File: config.mk
export PLATFORM = sky130hd
export DESIGN_NAME = tile_override_table_flat
export DESIGN_NICKNAME = d
export VERILOG_FILES = /design/src/rtl/tot_pkg.sv /design/src/rtl/tot_intf.sv /design/src/rtl/tot_cell.sv /design/src/rtl/tile_override_table.sv /design/src/flat_wrapper.sv
export SDC_FILE = /design/constraint.sdc
export NUM_CORES = 1
export LEC_CHECK = 0
export BUFFER_PORTS_ARGS = -buffer_cell sky130_fd_sc_hd__buf_4
export CORE_MARGIN = 1
export CORE_UTILIZATION = 55
export CTS_BUF_LIST = sky130_fd_sc_hd__clkbuf_8
export DETAILED_ROUTE_END_ITERATION = 8
export PLACE_DENSITY_LB_ADDON = 0.05
export SYNTH_ARGS = -nofsm -noshare
export SYNTH_HDL_FRONTEND = slang
export SYNTH_SLANG_ARGS = --single-unit
File: constraint.sdc
create_clock -name clk -period 14.6 [get_ports clk]
set_input_delay 2.92 -clock clk [delete_from_list [all_inputs] [get_ports clk]]
set_output_delay 2.92 -clock clk [all_outputs]
set_load 0.02 [all_outputs]
File: src/rtl/tot_pkg.sv
package tot_pkg;

    localparam int CAPACITY   = 16;
    localparam int CNT_W      = $clog2(CAPACITY + 1);
    localparam int COORD_W    = 8;
    localparam int TILE_W     = 8;
    localparam int SIZE_W     = 6;
    localparam int OP_W       = 2;
    localparam int KIND_W     = 2;
    localparam int CFG_IDX_W  = 3;
    localparam int CFG_DATA_W = 8;

    localparam logic [COORD_W-1:0] DRAW_MASK = 8'd31;

    localparam logic [OP_W-1:0] OP_INSERT = 2'd0;
    localparam logic [OP_W-1:0] OP_UPDATE = 2'd1;
    localparam logic [OP_W-1:0] OP_DELETE = 2'd2;
    localparam logic [OP_W-1:0] OP_CLEAR  = 2'd3;

    localparam logic [KIND_W-1:0] KIND_NONE    = 2'd0;
    localparam logic [KIND_W-1:0] KIND_DRAW    = 2'd1;
    localparam logic [KIND_W-1:0] KIND_RESTORE = 2'd2;
    localparam logic [KIND_W-1:0] KIND_RELOAD  = 2'd3;

    localparam logic [CFG_IDX_W-1:0] CFG_VIEW_X    = 3'd0;
    localparam logic [CFG_IDX_W-1:0] CFG_VIEW_Y    = 3'd1;
    localparam logic [CFG_IDX_W-1:0] CFG_VIEW_W    = 3'd2;
    localparam logic [CFG_IDX_W-1:0] CFG_VIEW_H    = 3'd3;
    localparam logic [CFG_IDX_W-1:0] CFG_MAP_SHOWN = 3'd4;
    localparam logic [CFG_IDX_W-1:0] CFG_MAP_W     = 3'd5;
    localparam logic [CFG_IDX_W-1:0] CFG_MAP_H     = 3'd6;

    // Command broadcast from the controller to every cell of the chain.
    typedef struct packed {
        logic               start;
        logic               ins;
        logic               upd;
        logic               dlt;
        logic [COORD_W-1:0] key_col;
        logic [COORD_W-1:0] key_row;
        logic [TILE_W-1:0]  tile;
    } cell_cmd_t;

endpackage

File: src/rtl/tot_intf.sv
interface tot_req_if;
    logic                         valid;
    logic                         ready;
    logic [tot_pkg::OP_W-1:0]     operation;
    logic [tot_pkg::COORD_W-1:0]  cell_x;
    logic [tot_pkg::COORD_W-1:0]  cell_y;
    logic [tot_pkg::TILE_W-1:0]   tile_value;

    modport source (output valid, operation, cell_x, cell_y, tile_value, input ready);
    modport sink   (input valid, operation, cell_x, cell_y, tile_value, output ready);
endinterface

interface tot_rsp_if;
    logic                         valid;
    logic                         ready;
    logic                         succeeded;
    logic [tot_pkg::KIND_W-1:0]   redraw_kind;
    logic [tot_pkg::COORD_W-1:0]  redraw_x;
    logic [tot_pkg::COORD_W-1:0]  redraw_y;
    logic [tot_pkg::SIZE_W-1:0]   redraw_width;
    logic [tot_pkg::SIZE_W-1:0]   redraw_height;
    logic [tot_pkg::TILE_W-1:0]   redraw_tile;

    modport source (output valid, succeeded, redraw_kind, redraw_x, redraw_y,
                    redraw_width, redraw_height, redraw_tile, input ready);
    modport sink   (input valid, succeeded, redraw_kind, redraw_x, redraw_y,
                    redraw_width, redraw_height, redraw_tile, output ready);
endinterface

interface tot_cfg_if;
    logic                            valid;
    logic                            ready;
    logic [tot_pkg::CFG_IDX_W-1:0]   index;
    logic [tot_pkg::CFG_DATA_W-1:0]  data;

    modport source (output valid, index, data, input ready);
    modport sink   (input valid, index, data, output ready);
endinterface

File: src/rtl/tot_cell.sv
// One table slot. A search token walks the chain one cell per cycle; the
// cell that sees its own key under the token marks itself selected.
module tot_cell (
    input  logic                         clk,
    input  logic                         rst_n,
    input  tot_pkg::cell_cmd_t           cmd,
    input  logic                         token_in,
    input  logic                         live,
    input  logic                         ins_here,
    input  logic                         after_in,
    input  logic [tot_pkg::COORD_W-1:0]  nb_col,
    input  logic [tot_pkg::COORD_W-1:0]  nb_row,
    input  logic [tot_pkg::TILE_W-1:0]   nb_tile,
    output logic                         token_out,
    output logic                         after_out,
    output logic                         sel,
    output logic [tot_pkg::COORD_W-1:0]  col,
    output logic [tot_pkg::COORD_W-1:0]  row,
    output logic [tot_pkg::TILE_W-1:0]   tile
);

    logic                         token_reg;
    logic                         sel_reg;
    logic                         sel_next;
    logic [tot_pkg::COORD_W-1:0]  col_reg;
    logic [tot_pkg::COORD_W-1:0]  col_next;
    logic [tot_pkg::COORD_W-1:0]  row_reg;
    logic [tot_pkg::COORD_W-1:0]  row_next;
    logic [tot_pkg::TILE_W-1:0]   tile_reg;
    logic [tot_pkg::TILE_W-1:0]   tile_next;

    always_comb
    begin
        sel_next = sel_reg;
        if (cmd.start)
        begin
            sel_next = 1'b0;
        end
        else if (token_reg && live && col_reg == cmd.key_col && row_reg == cmd.key_row)
        begin
            sel_next = 1'b1;
        end
    end

    // A delete closes the gap: every cell at or past the hit takes the
    // entry of its right-hand neighbor.
    always_comb
    begin
        col_next  = col_reg;
        row_next  = row_reg;
        tile_next = tile_reg;
        if (cmd.ins && ins_here)
        begin
            col_next  = cmd.key_col;
            row_next  = cmd.key_row;
            tile_next = cmd.tile;
        end
        else if (cmd.upd && sel_reg)
        begin
            tile_next = cmd.tile;
        end
        else if (cmd.dlt && after_out)
        begin
            col_next  = nb_col;
            row_next  = nb_row;
            tile_next = nb_tile;
        end
    end

    always_ff @(posedge clk or negedge rst_n)
    begin
        if (!rst_n)
        begin
            token_reg <= 1'b0;
            sel_reg   <= 1'b0;
        end
        else
        begin
            token_reg <= token_in;
            sel_reg   <= sel_next;
        end
    end

    always_ff @(posedge clk)
    begin
        col_reg  <= col_next;
        row_reg  <= row_next;
        tile_reg <= tile_next;
    end

    assign token_out = token_reg;
    assign after_out = after_in | sel_reg;
    assign sel       = sel_reg;
    assign col       = col_reg;
    assign row       = row_reg;
    assign tile      = tile_reg;

endmodule

File: src/rtl/tile_override_table.sv
// Channel   Dir   Payload                                            Handshake
// -------   ---   ------------------------------------------------   ---------
// req       in    operation, cell_x, cell_y, tile_value              valid/ready
// rsp       out   succeeded, redraw_kind/x/y/width/height/tile       valid/ready
// cfg       in    index (register number), data                      valid/ready
//
// An insert, update or delete request runs a search and then a commit: the
// search token crosses the chain of CAPACITY cells one cell per cycle, then
// the commit writes the cells and the result register. A clear request
// skips the search and goes straight to the commit. One request is worked
// on at a time, so no new request is taken before the last one commits.
// The next request is accepted as soon as the commit is done, even while the
// result register still waits for rsp.ready; a commit waits for that register.
// Reset clears the entry count and all handshake state and sets the
// configuration registers to their defaults; the entry payload is left as
// it is, since only entries below the count are ever looked at.
module tile_override_table (
    input  logic   clk,
    input  logic   rst_n,
    tot_req_if.sink   req,
    tot_rsp_if.source rsp,
    tot_cfg_if.sink   cfg
);

    localparam int Cap  = tot_pkg::CAPACITY;
    localparam int CntW = tot_pkg::CNT_W;
    localparam int SumW = tot_pkg::COORD_W + 1;

    localparam logic [1:0] ST_IDLE   = 2'd0;
    localparam logic [1:0] ST_SCAN   = 2'd1;
    localparam logic [1:0] ST_COMMIT = 2'd2;

    // Control state.
    logic [1:0]                   state_reg;
    logic [1:0]                   state_next;
    logic [CntW-1:0]              count_reg;
    logic [CntW-1:0]              count_next;
    logic                         out_valid_reg;
    logic                         out_valid_next;

    // The request being worked on.
    logic [tot_pkg::OP_W-1:0]     op_reg;
    logic [tot_pkg::COORD_W-1:0]  key_col_reg;
    logic [tot_pkg::COORD_W-1:0]  key_row_reg;
    logic [tot_pkg::TILE_W-1:0]   tile_reg;

    // Configuration registers.
    logic [tot_pkg::COORD_W-1:0]  view_x_reg;
    logic [tot_pkg::COORD_W-1:0]  view_y_reg;
    logic [tot_pkg::SIZE_W-1:0]   view_w_reg;
    logic [tot_pkg::SIZE_W-1:0]   view_h_reg;
    logic                         map_shown_reg;
    logic [tot_pkg::COORD_W-1:0]  map_w_reg;
    logic [tot_pkg::COORD_W-1:0]  map_h_reg;

    // Result register.
    logic                         ok_reg;
    logic                         ok_next;
    logic [tot_pkg::KIND_W-1:0]   kind_reg;
    logic [tot_pkg::KIND_W-1:0]   kind_next;
    logic [tot_pkg::COORD_W-1:0]  rx_reg;
    logic [tot_pkg::COORD_W-1:0]  rx_next;
    logic [tot_pkg::COORD_W-1:0]  ry_reg;
    logic [tot_pkg::COORD_W-1:0]  ry_next;
    logic [tot_pkg::SIZE_W-1:0]   rw_reg;
    logic [tot_pkg::SIZE_W-1:0]   rw_next;
    logic [tot_pkg::SIZE_W-1:0]   rh_reg;
    logic [tot_pkg::SIZE_W-1:0]   rh_next;
    logic [tot_pkg::TILE_W-1:0]   rt_reg;
    logic [tot_pkg::TILE_W-1:0]   rt_next;

    // Chain wiring.
    tot_pkg::cell_cmd_t           cmd;
    logic [Cap:0]                 token;
    logic [Cap:0]                 after;
    logic [Cap-1:0]               sel;
    logic [tot_pkg::COORD_W-1:0]  cell_col  [Cap];
    logic [tot_pkg::COORD_W-1:0]  cell_row  [Cap];
    logic [tot_pkg::TILE_W-1:0]   cell_tile [Cap];

    logic                         accept;
    logic                         commit;
    logic                         found;
    logic                         visible;
    logic                         reload_on;
    logic [SumW-1:0]              view_x_end;
    logic [SumW-1:0]              view_y_end;
    logic [tot_pkg::COORD_W-1:0]  clip_w;
    logic [tot_pkg::COORD_W-1:0]  clip_h;

    assign accept = req.valid && req.ready;
    assign req.ready = (state_reg == ST_IDLE);
    assign commit = (state_reg == ST_COMMIT) && (!out_valid_reg || rsp.ready);
    assign found  = |sel;

    // ------------------------------------------------------------------
    // Config port. The user writes only while the table is idle; not enforced.
    // ------------------------------------------------------------------
    assign cfg.ready = 1'b1;

    always_ff @(posedge clk or negedge rst_n)
    begin
        if (!rst_n)
        begin
            view_x_reg    <= '0;
            view_y_reg    <= '0;
            view_w_reg    <= tot_pkg::SIZE_W'(21);
            view_h_reg    <= tot_pkg::SIZE_W'(19);
            map_shown_reg <= 1'b0;
            map_w_reg     <= '0;
            map_h_reg     <= '0;
        end
        else if (cfg.valid && cfg.ready)
        begin
            case (cfg.index)
                tot_pkg::CFG_VIEW_X:    view_x_reg    <= cfg.data;
                tot_pkg::CFG_VIEW_Y:    view_y_reg    <= cfg.data;
                tot_pkg::CFG_VIEW_W:    view_w_reg    <= cfg.data[tot_pkg::SIZE_W-1:0];
                tot_pkg::CFG_VIEW_H:    view_h_reg    <= cfg.data[tot_pkg::SIZE_W-1:0];
                tot_pkg::CFG_MAP_SHOWN: map_shown_reg <= cfg.data[0];
                tot_pkg::CFG_MAP_W:     map_w_reg     <= cfg.data;
                tot_pkg::CFG_MAP_H:     map_h_reg     <= cfg.data;
                default:                ;
            endcase
        end
    end

    // ------------------------------------------------------------------
    // Cell chain. The token enters cell 0 on the cycle after the accept
    // and drops off the far end once every cell has compared its key.
    // ------------------------------------------------------------------
    always_comb
    begin
        cmd.start   = accept;
        cmd.ins     = commit && (op_reg == tot_pkg::OP_INSERT) && ok_next;
        cmd.upd     = commit && (op_reg == tot_pkg::OP_UPDATE) && ok_next;
        cmd.dlt     = commit && (op_reg == tot_pkg::OP_DELETE) && ok_next;
        cmd.key_col = key_col_reg;
        cmd.key_row = key_row_reg;
        cmd.tile    = tile_reg;
    end

    assign token[0] = accept && (req.operation != tot_pkg::OP_CLEAR);
    assign after[0] = 1'b0;

    for (genvar i = 0; i < Cap; i++)
    begin : g_cell
        logic [tot_pkg::COORD_W-1:0]  nb_col;
        logic [tot_pkg::COORD_W-1:0]  nb_row;
        logic [tot_pkg::TILE_W-1:0]   nb_tile;

        // The last cell has no neighbor; what it takes on a delete lies
        // at or beyond the new count and is never looked at again.
        if (i == Cap - 1)
        begin : g_last
            assign nb_col  = cell_col[i];
            assign nb_row  = cell_row[i];
            assign nb_tile = cell_tile[i];
        end
        else
        begin : g_mid
            assign nb_col  = cell_col[i+1];
            assign nb_row  = cell_row[i+1];
            assign nb_tile = cell_tile[i+1];
        end

        tot_cell u_cell (
            .clk       (clk),
            .rst_n     (rst_n),
            .cmd       (cmd),
            .token_in  (token[i]),
            .live      (CntW'(i) < count_reg),
            .ins_here  (CntW'(i) == count_reg),
            .after_in  (after[i]),
            .nb_col    (nb_col),
            .nb_row    (nb_row),
            .nb_tile   (nb_tile),
            .token_out (token[i+1]),
            .after_out (after[i+1]),
            .sel       (sel[i]),
            .col       (cell_col[i]),
            .row       (cell_row[i]),
            .tile      (cell_tile[i])
        );
    end

    // ------------------------------------------------------------------
    // Sequencer.
    // ------------------------------------------------------------------
    always_comb
    begin
        state_next = state_reg;
        case (state_reg)
            ST_IDLE:
            begin
                if (accept)
                begin
                    state_next = (req.operation == tot_pkg::OP_CLEAR) ? ST_COMMIT : ST_SCAN;
                end
            end
            ST_SCAN:
            begin
                if (token[Cap])
                begin
                    state_next = ST_COMMIT;
                end
            end
            ST_COMMIT:
            begin
                if (commit)
                begin
                    state_next = ST_IDLE;
                end
            end
            default: state_next = ST_IDLE;
        endcase
    end

    // ------------------------------------------------------------------
    // Result. The view test uses nine-bit sums so the right and bottom
    // edges never wrap. A clear reloads the view clipped to the map.
    // ------------------------------------------------------------------
    assign view_x_end = {1'b0, view_x_reg} + SumW'(view_w_reg);
    assign view_y_end = {1'b0, view_y_reg} + SumW'(view_h_reg);

    assign visible = map_shown_reg &&
                     key_col_reg >= view_x_reg && {1'b0, key_col_reg} < view_x_end &&
                     key_row_reg >= view_y_reg && {1'b0, key_row_reg} < view_y_end;

    assign reload_on = map_shown_reg && view_x_reg < map_w_reg && view_y_reg < map_h_reg;
    assign clip_w    = map_w_reg - view_x_reg;
    assign clip_h    = map_h_reg - view_y_reg;

    always_comb
    begin
        ok_next    = 1'b0;
        kind_next  = tot_pkg::KIND_NONE;
        rx_next    = '0;
        ry_next    = '0;
        rw_next    = '0;
        rh_next    = '0;
        rt_next    = '0;
        count_next = count_reg;
        case (op_reg)
            tot_pkg::OP_INSERT:
            begin
                ok_next = !found && (count_reg < CntW'(Cap));
                if (ok_next)
                begin
                    count_next = count_reg + CntW'(1);
                end
            end
            tot_pkg::OP_UPDATE:
            begin
                ok_next = found;
            end
            tot_pkg::OP_DELETE:
            begin
                ok_next = found;
                if (ok_next)
                begin
                    count_next = count_reg - CntW'(1);
                end
            end
            default:
            begin
                ok_next    = 1'b1;
                count_next = '0;
            end
        endcase

        if (ok_next)
        begin
            if ((op_reg == tot_pkg::OP_INSERT || op_reg == tot_pkg::OP_UPDATE) && visible)
            begin
                kind_next = tot_pkg::KIND_DRAW;
                rx_next   = key_col_reg & tot_pkg::DRAW_MASK;
                ry_next   = key_row_reg & tot_pkg::DRAW_MASK;
                rw_next   = tot_pkg::SIZE_W'(1);
                rh_next   = tot_pkg::SIZE_W'(1);
                rt_next   = tile_reg;
            end
            else if (op_reg == tot_pkg::OP_DELETE && visible)
            begin
                kind_next = tot_pkg::KIND_RESTORE;
                rx_next   = key_col_reg;
                ry_next   = key_row_reg;
                rw_next   = tot_pkg::SIZE_W'(1);
                rh_next   = tot_pkg::SIZE_W'(1);
            end
            else if (op_reg == tot_pkg::OP_CLEAR && reload_on)
            begin
                kind_next = tot_pkg::KIND_RELOAD;
                rx_next   = view_x_reg;
                ry_next   = view_y_reg;
                rw_next   = (view_x_end > {1'b0, map_w_reg}) ? clip_w[tot_pkg::SIZE_W-1:0]
                                                             : view_w_reg;
                rh_next   = (view_y_end > {1'b0, map_h_reg}) ? clip_h[tot_pkg::SIZE_W-1:0]
                                                             : view_h_reg;
            end
        end
    end

    always_comb
    begin
        out_valid_next = out_valid_reg;
        if (commit)
        begin
            out_valid_next = 1'b1;
        end
        else if (rsp.ready)
        begin
            out_valid_next = 1'b0;
        end
    end

    always_ff @(posedge clk or negedge rst_n)
    begin
        if (!rst_n)
        begin
            state_reg     <= ST_IDLE;
            count_reg     <= '0;
            out_valid_reg <= 1'b0;
        end
        else
        begin
            state_reg     <= state_next;
            out_valid_reg <= out_valid_next;
            if (commit)
            begin
                count_reg <= count_next;
            end
        end
    end

    always_ff @(posedge clk)
    begin
        if (accept)
        begin
            op_reg      <= req.operation;
            key_col_reg <= req.cell_x;
            key_row_reg <= req.cell_y;
            tile_reg    <= req.tile_value;
        end
        if (commit)
        begin
            ok_reg   <= ok_next;
            kind_reg <= kind_next;
            rx_reg   <= rx_next;
            ry_reg   <= ry_next;
            rw_reg   <= rw_next;
            rh_reg   <= rh_next;
            rt_reg   <= rt_next;
        end
    end

    assign rsp.valid         = out_valid_reg;
    assign rsp.succeeded     = ok_reg;
    assign rsp.redraw_kind   = kind_reg;
    assign rsp.redraw_x      = rx_reg;
    assign rsp.redraw_y      = ry_reg;
    assign rsp.redraw_width  = rw_reg;
    assign rsp.redraw_height = rh_reg;
    assign rsp.redraw_tile   = rt_reg;

`ifndef ASSERT_OFF
    // Keys are unique, so a search never marks more than one cell.
    a_single_hit: assert property (@(posedge clk) disable iff (!rst_n)
        $onehot0(sel))
        else $error("more than one cell matched the key");

    // Only one search token is ever in the chain.
    a_single_token: assert property (@(posedge clk) disable iff (!rst_n)
        $onehot0(token[Cap:1]))
        else $error("more than one search token in the chain");

    // The entry count stays within the table.
    a_count_range: assert property (@(posedge clk) disable iff (!rst_n)
        count_reg <= CntW'(Cap))
        else $error("entry count beyond capacity");

    // A failed request never asks for a redraw.
    a_fail_no_redraw: assert property (@(posedge clk) disable iff (!rst_n)
        (rsp.valid && !rsp.succeeded) |-> (rsp.redraw_kind == tot_pkg::KIND_NONE))
        else $error("redraw requested for a failed request");

    // A commit always hands over a result on the next cycle.
    a_commit_result: assert property (@(posedge clk) disable iff (!rst_n)
        commit |=> (out_valid_reg && state_reg == ST_IDLE))
        else $error("commit did not load the result register");
`endif

endmodule
File: src/flat_wrapper.sv
// flat-port wrapper written by rule: the top's interface ports become plain ports
module tile_override_table_flat 
  (clk, rst_n, req_valid, req_operation, req_cell_x, req_cell_y, req_tile_value, req_ready, rsp_valid, rsp_succeeded, rsp_redraw_kind, rsp_redraw_x, rsp_redraw_y, rsp_redraw_width, rsp_redraw_height, rsp_redraw_tile, rsp_ready, cfg_valid, cfg_index, cfg_data, cfg_ready);
  tot_req_if req_i ();
  tot_rsp_if rsp_i ();
  tot_cfg_if cfg_i ();
  input  logic clk;
  input  logic rst_n;
  input wire logic [$bits(req_i.valid)-1:0] req_valid;
  input wire logic [$bits(req_i.operation)-1:0] req_operation;
  input wire logic [$bits(req_i.cell_x)-1:0] req_cell_x;
  input wire logic [$bits(req_i.cell_y)-1:0] req_cell_y;
  input wire logic [$bits(req_i.tile_value)-1:0] req_tile_value;
  output wire logic [$bits(req_i.ready)-1:0] req_ready;
  output wire logic [$bits(rsp_i.valid)-1:0] rsp_valid;
  output wire logic [$bits(rsp_i.succeeded)-1:0] rsp_succeeded;
  output wire logic [$bits(rsp_i.redraw_kind)-1:0] rsp_redraw_kind;
  output wire logic [$bits(rsp_i.redraw_x)-1:0] rsp_redraw_x;
  output wire logic [$bits(rsp_i.redraw_y)-1:0] rsp_redraw_y;
  output wire logic [$bits(rsp_i.redraw_width)-1:0] rsp_redraw_width;
  output wire logic [$bits(rsp_i.redraw_height)-1:0] rsp_redraw_height;
  output wire logic [$bits(rsp_i.redraw_tile)-1:0] rsp_redraw_tile;
  input wire logic [$bits(rsp_i.ready)-1:0] rsp_ready;
  input wire logic [$bits(cfg_i.valid)-1:0] cfg_valid;
  input wire logic [$bits(cfg_i.index)-1:0] cfg_index;
  input wire logic [$bits(cfg_i.data)-1:0] cfg_data;
  output wire logic [$bits(cfg_i.ready)-1:0] cfg_ready;
  assign req_i.valid = req_valid;
  assign req_i.operation = req_operation;
  assign req_i.cell_x = req_cell_x;
  assign req_i.cell_y = req_cell_y;
  assign req_i.tile_value = req_tile_value;
  assign req_ready = req_i.ready;
  assign rsp_valid = rsp_i.valid;
  assign rsp_succeeded = rsp_i.succeeded;
  assign rsp_redraw_kind = rsp_i.redraw_kind;
  assign rsp_redraw_x = rsp_i.redraw_x;
  assign rsp_redraw_y = rsp_i.redraw_y;
  assign rsp_redraw_width = rsp_i.redraw_width;
  assign rsp_redraw_height = rsp_i.redraw_height;
  assign rsp_redraw_tile = rsp_i.redraw_tile;
  assign rsp_i.ready = rsp_ready;
  assign cfg_i.valid = cfg_valid;
  assign cfg_i.index = cfg_index;
  assign cfg_i.data = cfg_data;
  assign cfg_ready = cfg_i.ready;
  tile_override_table u_core (.clk(clk), .rst_n(rst_n), .req(req_i), .rsp(rsp_i), .cfg(cfg_i));
endmodule
==> results.env, run 1 <==
GRT_OVERFLOW=0
DESIGN.DIE.AREA_UM2=41600
ROUTE.FINAL.WIRE_LENGTH_UM=52700
PORT_BUFFERS=82
OUTCOME='complete, no violations'
POSTROUTEANTENNANETS=0
POST_CTS.RESIZED_INSTANCES=0
DPL.HPWL_UM=35300
TRITONCTS='done'
DETAILEDROUTE.FIRSTPASSITERATIONCOUNT=5
CRIT_ARRIVAL_NS=5.21
MAXIMUM_OPERATING_FREQUENCY_GHz=0.201
CLOCK_TREE.ROOT_CELL='clkbuf_8'
TIMING.SLEW.HEADROOM=0.168
NETLIST_INSTANCES=1730
DRIVE_ABOVE_1_SHARE=0.237
YOSYS_REGISTER_BITS=406
GLOBAL_ROUTE_WIRE_LENGTH_BEFORE_REPAIR_UM=82800
TIMING_MAX_TRANSITION_VIOLATIONS_FINAL=0
ROUTE.DETAILED.DRC=0
CHIPHEIGHT_UM=204
GR-USAGE-ALL-LAYERS=0.262
FIRST_ITER_VIOLATIONS=791
CRITICAL_PATH.ENDPOINT_TYPE='register'
MIN_PERIOD_OVER_PERIOD=0.340
H-TREE-DEPTH=3
HIGHEST-SIGNAL-LAYER='met4'
POST_SYNTH_EDFFS=321
YS_ASYNC_SR_FRACTION=0.209
FLOORPLAN.DIE.WIDTH_UM=204
CLOCK_INSERTION_DELAY_WORST_SKEW_NS=0.62
PLACEMENT_ROWS=73
POST_DRT_VIA_CELL_RATIO=5.74
GRT_PASS1_VIAS=14300
PLACEABLECOREAREA_UM2=40000
DETAIL_ROUTE.WL_PER_CELL_UM=22.1
WORST_EP_REQUIRED_TIME_NS=14.85
DRV.MAX_CAP_VIOLATION_COUNT=0
IRDROPWORSTVDD_uV=113
CTS.SINK_COUNT=406
AVGSYNTHCELLAREA_UM2=13.0
TIGHTESTPINTRANSITION_NS=1.25
SYNTH.YOSYS.SEQ_AREA_SHARE=0.525
YS_WARN_COUNT=0
UNREPAIRED_SETUP_ENDPOINTS_AFTER_GLOBAL_ROUTING='no'
FINISH.NET_COUNT=1947
HOLDBUFCOUNTCTS=0
CRITICAL_PATH_PEAK_FANOUT=41
CTS_BUFFERS=70
HOLD_WS_NS=0.376
GLOBALPLACE.CONGESTION=0.846
HOLD_PATH.CLASS='reg -> reg'
FINAL.MIN_CLOCK_PERIOD_NS=4.97
HOLD_VIOL=0
POST-CTS-SETUP-BUFFER-COUNT=0
FINAL-SETUP-VIOL-COUNT=0
START_UTIL=0.560
MET1WIRELENGTH_UM=25100
NUM_ANTENNA_CELLS=0
LAYOUT.CELLS.MOST_COMMON='edfxtp_1'
WORSTSETUPPATHTYPE='in -> reg'
LARGEST_BUFFER_COUNT_ON_ANY_CLOCK_PATH=3
WORSTSETUPSTARTPOINTTYPE='input pin'
GRT_MAX_DEGREE=70
POST_SYNTHESIS_INSTANCE_AREA_UM2=22400
CLK_PIN_SLEW_NS=0.07
NETLIST-CELL-TYPE-COUNT=73
SETUP_TOTAL_NEGATIVE_SLACK_NS=0
DETAILROUTE.WIRELENGTH.MET2_UM=24100
POWER.DENSITY_nW_PER_UM2=134
SYNTH_FP_NETS=1868
MOSTFREQUENTLAYOUTCELLS='321 x edfxtp_1, 220 x xnor2_1, 170 x mux2_2'
STATIC-LEAKAGE-POWER_nW=9.23
VIA_COUNT=13700
WL_MET3_UM=2410
AREA_GROWTH_PCT=10.6
WORST_CLOCK_SKEW_NS=0.0160
ANTENNA_FOUND_INITIAL=1
SYNTH_FF_TYPE='edfxtp_1'
R2R_SETUP_SLACK_NS=9.99
IOS=84
-- per-stage QoR --
stage	util	cells	area [um2]	worst slack (ns)	power, mW
final	0.620	2391	24800	9.63	3.33
after global routing	0.620	2391	24800	9.49	3.51
after CTS	0.620	2391	24800	9.64	3.35
after detailed placement	0.586	2262	23400	8.96	2.33
after global placement	0.586	2262	23400	8.95	2.31
after floorplan	-	1730	22400	7.39	2.06
-- critical path: stages --
cell	delay (ns)
buf_4	0.07
nand2b_1	0.19
nor2b_4	0.24
buf_4	0.51
and3_1	0.51
o311ai_0	0.21
nand2_1	0.54
-- final cells by class --
class | instances | area, um2
Clock buffer | 78 | 1070
Clock inverter | 51 | 278
Fill cell | 3163 | 15200
Inverter | 72 | 270
Multi-Input combinational cell | 1146 | 9900
Sequential cell | 406 | 11800
Tap cell | 525 | 657
Timing Repair Buffer | 113 | 848
-- final timing paths --
kind                                                        startpoint                                      endpoint  depth (start not counted)
setup / recovery                                             rsp_ready      u_core.g_cell[2].u_cell.row[1]$_DFFE_PP_                          7
hold / removal             u_core.g_cell[6].u_cell.token_out$_DFF_PN0_   u_core.g_cell[7].u_cell.token_out$_DFF_PN0_                          0
setup reg to reg                      u_core.view_w_reg[0]$_DFFE_PN1P_          u_core.rsp.redraw_x[4]$_SDFFCE_PP0P_                         16
hold reg to reg            u_core.g_cell[6].u_cell.token_out$_DFF_PN0_   u_core.g_cell[7].u_cell.token_out$_DFF_PN0_                          0
max in group asynchronous                                        rst_n  u_core.g_cell[10].u_cell.token_out$_DFF_PN0_                          2
min in group asynchronous                                        rst_n               u_core.map_w_reg[0]$_DFFE_PN0P_                          1
-- synth_stat cells, types with 5 or more instances --
| library cell | number | area, um2 |
|---|---|---|
| nand4_1 | 44 | 275 |
| a31o_2 | 5 | 43.8 |
| mux2_1 | 97 | 1090 |
| o21ai_0 | 56 | 280 |
| nor3_1 | 25 | 125 |
| a31oi_1 | 8 | 50.1 |
| a41oi_1 | 10 | 87.6 |
| nor2b_1 | 9 | 56.3 |
| a21o_1 | 16 | 120 |
| o21a_1 | 6 | 45.0 |
| nor2_1 | 53 | 199 |
| dfstp_2 | 6 | 158 |
| nand2b_1 | 14 | 87.6 |
| nand2_1 | 54 | 203 |
| xor2_1 | 55 | 482 |
| clkbuf_1 | 68 | 255 |
| xnor2_1 | 220 | 1930 |
| dfrtp_1 | 79 | 1980 |
| a2bb2o_1 | 5 | 50.1 |
| buf_6 | 11 | 124 |
| buf_1 | 16 | 60.1 |
| a2bb2o_4 | 11 | 220 |
| nand3_1 | 19 | 95.1 |
| a21oi_1 | 42 | 210 |
| nand2_4 | 8 | 90.1 |
| inv_1 | 72 | 270 |
| nor3b_1 | 5 | 37.5 |
| edfxtp_1 | 321 | 9640 |
| ha_1 | 92 | 1150 |
| buf_2 | 7 | 35.0 |
| mux2i_1 | 12 | 120 |
| nor4_1 | 24 | 150 |
| mux2_2 | 170 | 1910 |
| and2_1 | 14 | 87.6 |
| o21bai_1 | 9 | 67.6 |
-- cells by family (layout without fill, tap and decap cells) --
kind of cell	Yosys count	in the layout	share of synthesized area
flops	406	406	0.525
simple gates	300	300	0.0746
mux	279	279	0.140
xor+xnor	275	275	0.107
compound gates	194	194	0.0630
buf+inv	178	314	0.0346
fa+ha+maj	97	97	0.0554
other cells	1	1	0.000167
-- metal layers --
layer	vias up	GRT usage
met5	-	0
met4	0	0.0760
met3	84	0.0469
met2	300	0.405
met1	6893	0.378
li1	6446	-
-- report_power, final --
group | total, mW | switching [mW] | internal, mW
combinational | 0.921 | 0.553 | 0.368
clock | 1.01 | 0.480 | 0.529
sequential | 1.40 | 0.0676 | 1.33
total | 3.33 | 1.10 | 2.23
Power figures use the tool's default switching activity.
==> inputs of run 2 (changes only) <==
==> constraint.sdc (replaced) <==
create_clock -name clk -period 5.05 [get_ports clk]
set_input_delay 1.01 -clock clk [delete_from_list [all_inputs] [get_ports clk]]
set_output_delay 1.01 -clock clk [all_outputs]
set_load 0.02 [all_outputs]
==> results.env, run 2 (synthesized netlist as in run 1, its figures left out) <==
OUTCOME='complete, no violations'
POST_DRT_VIA_CELL_RATIO=5.73
LARGEST_BUFFER_COUNT_ON_ANY_CLOCK_PATH=3
FINAL-SEQ-AREA_UM2=11800
PORT_BUFFERS=82
CTS.SINK_COUNT=406
CTS_BUFFERS=71
DESIGN_POWER_TOTAL_mW=9.67
DETAILEDROUTE.FIRSTPASSITERATIONCOUNT=5
TRITONCTS='done'
TIMING.SLEW.HEADROOM=0.183
GLOBAL_ROUTE_WIRE_LENGTH_BEFORE_REPAIR_UM=82100
PRECTSSETUPSLACK_NS=0.631
CLOCK_INSERTION_DELAY_WORST_SKEW_NS=0.62
MIN_PERIOD_OVER_PERIOD=0.889
CLOCK_TREE.ROOT_CELL='clkbuf_8'
UNREPAIRED_SETUP_ENDPOINTS_AFTER_GLOBAL_ROUTING='no'
H-TREE-DEPTH=3
FINAL_UTIL=0.622
SETUP_TOTAL_NEGATIVE_SLACK_NS=0
PLACEMENT_ROWS=73
TIMING_MAX_TRANSITION_VIOLATIONS_FINAL=0
GRT_MAX_DEGREE=67
CRITICAL_PATH_PEAK_FANOUT=15
MAXIMUM_OPERATING_FREQUENCY_GHz=0.223
CLK_PIN_SLEW_NS=0.06
START_UTIL=0.560
ROUTE.FINAL.WIRE_LENGTH_UM=52900
VIA_COUNT=13800
IOS=84
POSTROUTEANTENNANETS=0
WORST_EP_REQUIRED_TIME_NS=5.42
FINAL.MIN_CLOCK_PERIOD_NS=4.49
TIGHTESTPINTRANSITION_NS=1.22
MULTI_INPUT_AREA_UM2=9880
POST_CTS.RESIZED_INSTANCES=0
WORSTSETUPPATHTYPE='reg -> reg'
AREA_GROWTH_PCT=11.0
GR-USAGE-ALL-LAYERS=0.261
ROUTE.DETAILED.DRC=0
DESIGN.DIE.AREA_UM2=41600
HOLD_PATH.CLASS='reg -> reg'
STATIC-LEAKAGE-POWER_nW=9.31
CRITICAL_PATH.ENDPOINT_TYPE='register'
POST-CTS-SETUP-BUFFER-COUNT=0
FINAL.FILL_COUNT=3141
GRT_OVERFLOW=0
ANTENNA_FOUND_INITIAL=1
GLOBALPLACE.CONGESTION=0.884
DETAIL_ROUTE.WL_PER_CELL_UM=22.0
GRT_PASS1_VIAS=14100
POWER.DENSITY_nW_PER_UM2=389
PLACE.DETAILED.INSTANCES=2270
FINAL-SETUP-VIOL-COUNT=0
PLACEABLECOREAREA_UM2=40000
DRV.MAX_CAP_VIOLATION_COUNT=0
FIRST_ITER_VIOLATIONS=928
LAYOUT.CELLS.NON_FILLER=2399
CHIPHEIGHT_UM=204
DRIVE_ABOVE_1_SHARE=0.237
LAYOUT.CELLS.MOST_COMMON='edfxtp_1'
DPL.HPWL_UM=36200
HOLDBUFCOUNTCTS=0
WORST_CLOCK_SKEW_NS=0.0323
WORSTSETUPSTARTPOINTTYPE='register'
FINALWORSTSETUPSLACK_NS=0.561
MOSTFREQUENTLAYOUTCELLS='321 x edfxtp_1, 220 x xnor2_1, 170 x mux2_2'
HOLD_VIOL=0
FLOORPLAN.DIE.WIDTH_UM=204
CRIT_ARRIVAL_NS=4.86
FINISH.NET_COUNT=1956
IRDROPWORSTVDD_uV=257
[run 2: cell types whose count changed in the layout (fill, tap and decap cells not counted), sizes merged]
cell | previous run | this run
inv | 86 | 97
clkbuf | 78 | 84
diode | 0 | 1
clkinv | 31 | 15
bufinv | 2 | 1
clkinvlp | 4 | 3
buf | 113 | 121
[run 2: layout make-up]
class | instances | share of cell area
sequential | 406 | 0.473
multi-input combinational | 1146 | 0.397
clock buffer | 84 | 0.0465
timing repair buffer | 121 | 0.0365
tap | 525 | 0.0264
inverter | 72 | 0.0109
clock inverter | 44 | 0.00890
antenna | 1 | 0.000101
[run 2: metal layers]
metal	wire length, um	vias to the layer above	GRT usage	part of all wire
li1	-	6462	-	-
met1	24700	6876	0.374	0.47
met2	24100	336	0.400	0.46
met3	2940	81	0.0528	0.056
met4	1110	0	0.0798	0.021
met5	0	-	0	0
[run 2: per-stage QoR]
stage	hold WS [ns]	area, um2
global route	0.378	24900
global placement	0.365	23500
floorplan	0.353	22400
detailed placement	0.362	23500
CTS	0.371	24900
finish	0.373	24900
[run 2: worst max-delay path: stages, from the launching register on]
cell and delay (ns):
dfstp_2 0.53, ha_1 0.16, inv_1 0.06, fa_1 0.45
nand2b_1 0.22, a21oi_1 0.15, or3_1 0.10, and2_1 0.14
inv_1 0.05, ha_1 0.30, a21o_1 0.19, a211oi_1 0.24
o21ai_1 0.13, o221ai_1 0.23, o211ai_2 0.23, o21bai_4 0.49
buf_4 0.34, a2bb2o_4 0.23
[run 2: path summary, 6_finish.rpt]
path,cells after the start,startpoint,slack [ns],end
setup reg to reg,17,u_core.view_w_reg[0]$_DFFE_PN1P_,0.56,u_core.rsp.redraw_y[5]$_SDFFCE_PP0P_
min in group asynchronous,1,rst_n,0.50,u_core.view_x_reg[3]$_DFFE_PN0P_
setup / recovery,17,u_core.view_w_reg[0]$_DFFE_PN1P_,0.56,u_core.rsp.redraw_y[5]$_SDFFCE_PP0P_
max in group asynchronous,2,rst_n,3.60,u_core.view_h_reg[4]$_DFFE_PN1P_
hold reg to reg,0,u_core.g_cell[4].u_cell.token_out$_DFF_PN0_,0.37,u_core.g_cell[5].u_cell.token_out$_DFF_PN0_
hold / removal,0,u_core.g_cell[4].u_cell.token_out$_DFF_PN0_,0.37,u_core.g_cell[5].u_cell.token_out$_DFF_PN0_
[run 2: where the power goes]
part           internal (mW)  switching [mW]  total [mW]
registers               3.85           0.240        4.09
clock network           1.57            1.38        2.95
logic                   1.07            1.56        2.63
total                   6.48            3.19        9.67
==> inputs of run 3 (changes only) <==
--- a/config.mk
+++ b/config.mk
@@ -5,9 +5,9 @@
 export SDC_FILE = /design/constraint.sdc
 export NUM_CORES = 1
 export LEC_CHECK = 0
-export BUFFER_PORTS_ARGS = -buffer_cell sky130_fd_sc_hd__buf_4
+export BUFFER_PORTS_ARGS = -buffer_cell sky130_fd_sc_hd__buf_2
 export CORE_MARGIN = 1
-export CORE_UTILIZATION = 55
+export CORE_UTILIZATION = 60
 export CTS_BUF_LIST = sky130_fd_sc_hd__clkbuf_8
 export DETAILED_ROUTE_END_ITERATION = 8
 export PLACE_DENSITY_LB_ADDON = 0.05
==> results.env, run 3 (synthesized netlist as in run 1, its figures left out) <==
PLACE.DETAILED.INSTANCES=2213
DRV.MAX_CAP_VIOLATION_COUNT=0
CRITICAL_PATH_PEAK_FANOUT=22
NUM_ANTENNA_CELLS=0
TIMING_MAX_TRANSITION_VIOLATIONS_FINAL=0
FINAL-SETUP-VIOL-COUNT=0
GLOBALPLACE.CONGESTION=0.900
PLACEABLECOREAREA_UM2=36700
ROUTE.DETAILED.DRC=0
AREA_GROWTH_PCT=9.14
POWER.NET_SWITCHING_mW=3.14
MOSTFREQUENTLAYOUTCELLS='321 x edfxtp_1, 220 x xnor2_1, 170 x mux2_2'
STATIC-LEAKAGE-POWER_nW=9.21
WORST_CLOCK_SKEW_NS=0.0267
HOLD_VIOL=0
GRT_MAX_DEGREE=66
IRDROPWORSTVDD_uV=320
ANTENNA_FOUND_INITIAL=0
DESIGN.DIE.AREA_UM2=38100
FINAL_UTIL=0.667
START_UTIL=0.611
POST_CTS.RESIZED_INSTANCES=0
TRITONCTS='done'
LAYOUT.CELLS.NON_FILLER=2339
DPL.HPWL_UM=35500
CLOCK_INSERTION_DELAY_WORST_SKEW_NS=0.64
POSTROUTEANTENNANETS=0
TIGHTESTPINTRANSITION_NS=1.18
UNREPAIRED_SETUP_ENDPOINTS_AFTER_GLOBAL_ROUTING='no'
CLOCK_TREE.ROOT_CELL='clkbuf_8'
WORSTSETUPPATHTYPE='reg -> reg'
DETAILEDROUTE.FIRSTPASSITERATIONCOUNT=5
IOS=84
CRITICAL_PATH.CELL_CHAIN='ha_1 > inv_1 > fa_1 > nand2b_1 > a21oi_1 > or3_1 > and2_1 > inv_1 > ha_1 > a21o_1 > a211oi_1 > o21ai_1 > o221ai_1 > o211ai_2 > o21bai_4 > a2bb2o_1'
GR-USAGE-ALL-LAYERS=0.283
FLOORPLAN.DIE.WIDTH_UM=195
FINISH.NET_COUNT=1955
DRIVE_ABOVE_1_SHARE=0.228
GLOBAL_ROUTE_WIRE_LENGTH_BEFORE_REPAIR_UM=82000
CTS_BUFFERS=70
FINAL.MIN_CLOCK_PERIOD_NS=4.52
GRT_OVERFLOW=0
ROUTE.FINAL.WIRE_LENGTH_UM=52600
WORSTSETUPSTARTPOINTTYPE='register'
CLOCK_POWER_SHARE=0.288
P_COMB_FRAC=0.277
PLACEMENT_ROWS=70
CRITPATHMAXSTAGEDELAY_NS=0.72
CLK_PIN_SLEW_NS=0.06
POWER.DENSITY_nW_PER_UM2=384
SEQ_POWER_SHARE=0.435
MIN_PERIOD_OVER_PERIOD=0.895
VIA_COUNT=13700
SWITCHING_SHARE=0.335
FIRST_ITER_VIOLATIONS=912
OUTCOME='complete, no violations'
PORT_BUFFERS=82
CHIPHEIGHT_UM=195
TIMING.SLEW.HEADROOM=0.212
MAXIMUM_OPERATING_FREQUENCY_GHz=0.221
CTS.SINK_COUNT=406
GRT_PASS1_VIAS=14300
CRIT_FAMILY='compound AO/OA/AOI/OAI gates'
DETAIL_ROUTE.WL_PER_CELL_UM=22.5
SETUP_TOTAL_NEGATIVE_SLACK_NS=0
CRIT_ARRIVAL_NS=4.89
PATH_BUF_INV=2
LAYOUT.CELLS.MOST_COMMON='edfxtp_1'
WORST_PATH_MAX_DELAY_CELL='o21bai_4'
POWER.INTERNAL_mW=6.24
HOLD_PATH.CLASS='reg -> reg'
HOLDBUFCOUNTCTS=0
POST-CTS-SETUP-BUFFER-COUNT=0
CRITICAL_PATH.ENDPOINT_TYPE='register'
LARGEST_BUFFER_COUNT_ON_ANY_CLOCK_PATH=3
POST_DRT_VIA_CELL_RATIO=5.85
WORST_EP_REQUIRED_TIME_NS=5.42
H-TREE-DEPTH=3
[run 3: cell count changes in the layout (fill, tap and decap cells not counted), sizes merged]
cell | previous run | this run
bufinv | 1 | 0
clkinv | 15 | 11
clkbuf | 84 | 75
inv | 97 | 110
clkinvlp | 3 | 2
diode | 1 | 0
[run 3: layer usage]
metal / global-route usage / up-vias / wire [um]
met5: 0 / - / 0
met3: 0.0565 / 87 / 2940
met1: 0.405 / 6830 / 24300
li1: - / 6451 / -
met2: 0.438 / 312 / 24200
met4: 0.0814 / 0 / 1100
[run 3: through the flow]
step / power, mW / setup slack [ns] / hold slack, ns / cell area (um2)
after floorplan: 5.97 / 0.660 / 0.353 / 22400
after CTS: 9.43 / 0.607 / 0.368 / 24500
after detailed placement: 6.71 / 0.654 / 0.367 / 23200
final: 9.38 / 0.531 / 0.366 / 24500
after global placement: 6.66 / 0.724 / 0.362 / 23200
after global routing: 9.90 / 0.286 / 0.390 / 24500
[run 3: worst paths after layout]
| check | slack (ns) | to | cells past startpoint | start |
|---|---|---|---|---|
| max | 0.53 | u_core.rsp.redraw_x[4]$_SDFFCE_PP0P_ | 16 | u_core.view_w_reg[0]$_DFFE_PN1P_ |
| min | 0.37 | u_core.g_cell[2].u_cell.token_out$_DFF_PN0_ | 0 | u_core.g_cell[1].u_cell.token_out$_DFF_PN0_ |
| max reg2reg | 0.53 | u_core.rsp.redraw_x[4]$_SDFFCE_PP0P_ | 16 | u_core.view_w_reg[0]$_DFFE_PN1P_ |
| min reg2reg | 0.37 | u_core.g_cell[2].u_cell.token_out$_DFF_PN0_ | 0 | u_core.g_cell[1].u_cell.token_out$_DFF_PN0_ |
| max in group asynchronous | 3.63 | u_core.g_cell[7].u_cell.sel$_DFFE_PN0P_ | 2 | rst_n |
| min in group asynchronous | 0.48 | u_core.map_w_reg[2]$_DFFE_PN0P_ | 1 | rst_n |
[run 3: power by group through the flow]
stage | logic [mW] | clock network (mW) | registers, mW
6_report | 2.60 | 2.70 | 4.08
5_1_grt | 2.89 | 2.91 | 4.11
4_1_cts | 2.59 | 2.76 | 4.08
3_5_place_dp | 2.57 | 0 | 4.14
3_3_place_gp | 2.53 | 0 | 4.13
2_1_floorplan | 1.88 | 0 | 4.09
[run 3: final cells by class]
cell class | count | area [um2]
fillers | 2758 | 12200
multi-input cells | 1146 | 9880
flip-flops and latches | 406 | 11800
inverters | 72 | 270
well taps | 468 | 586
clock inverters | 51 | 210
repair buffers | 121 | 706
clock buffers | 75 | 1030
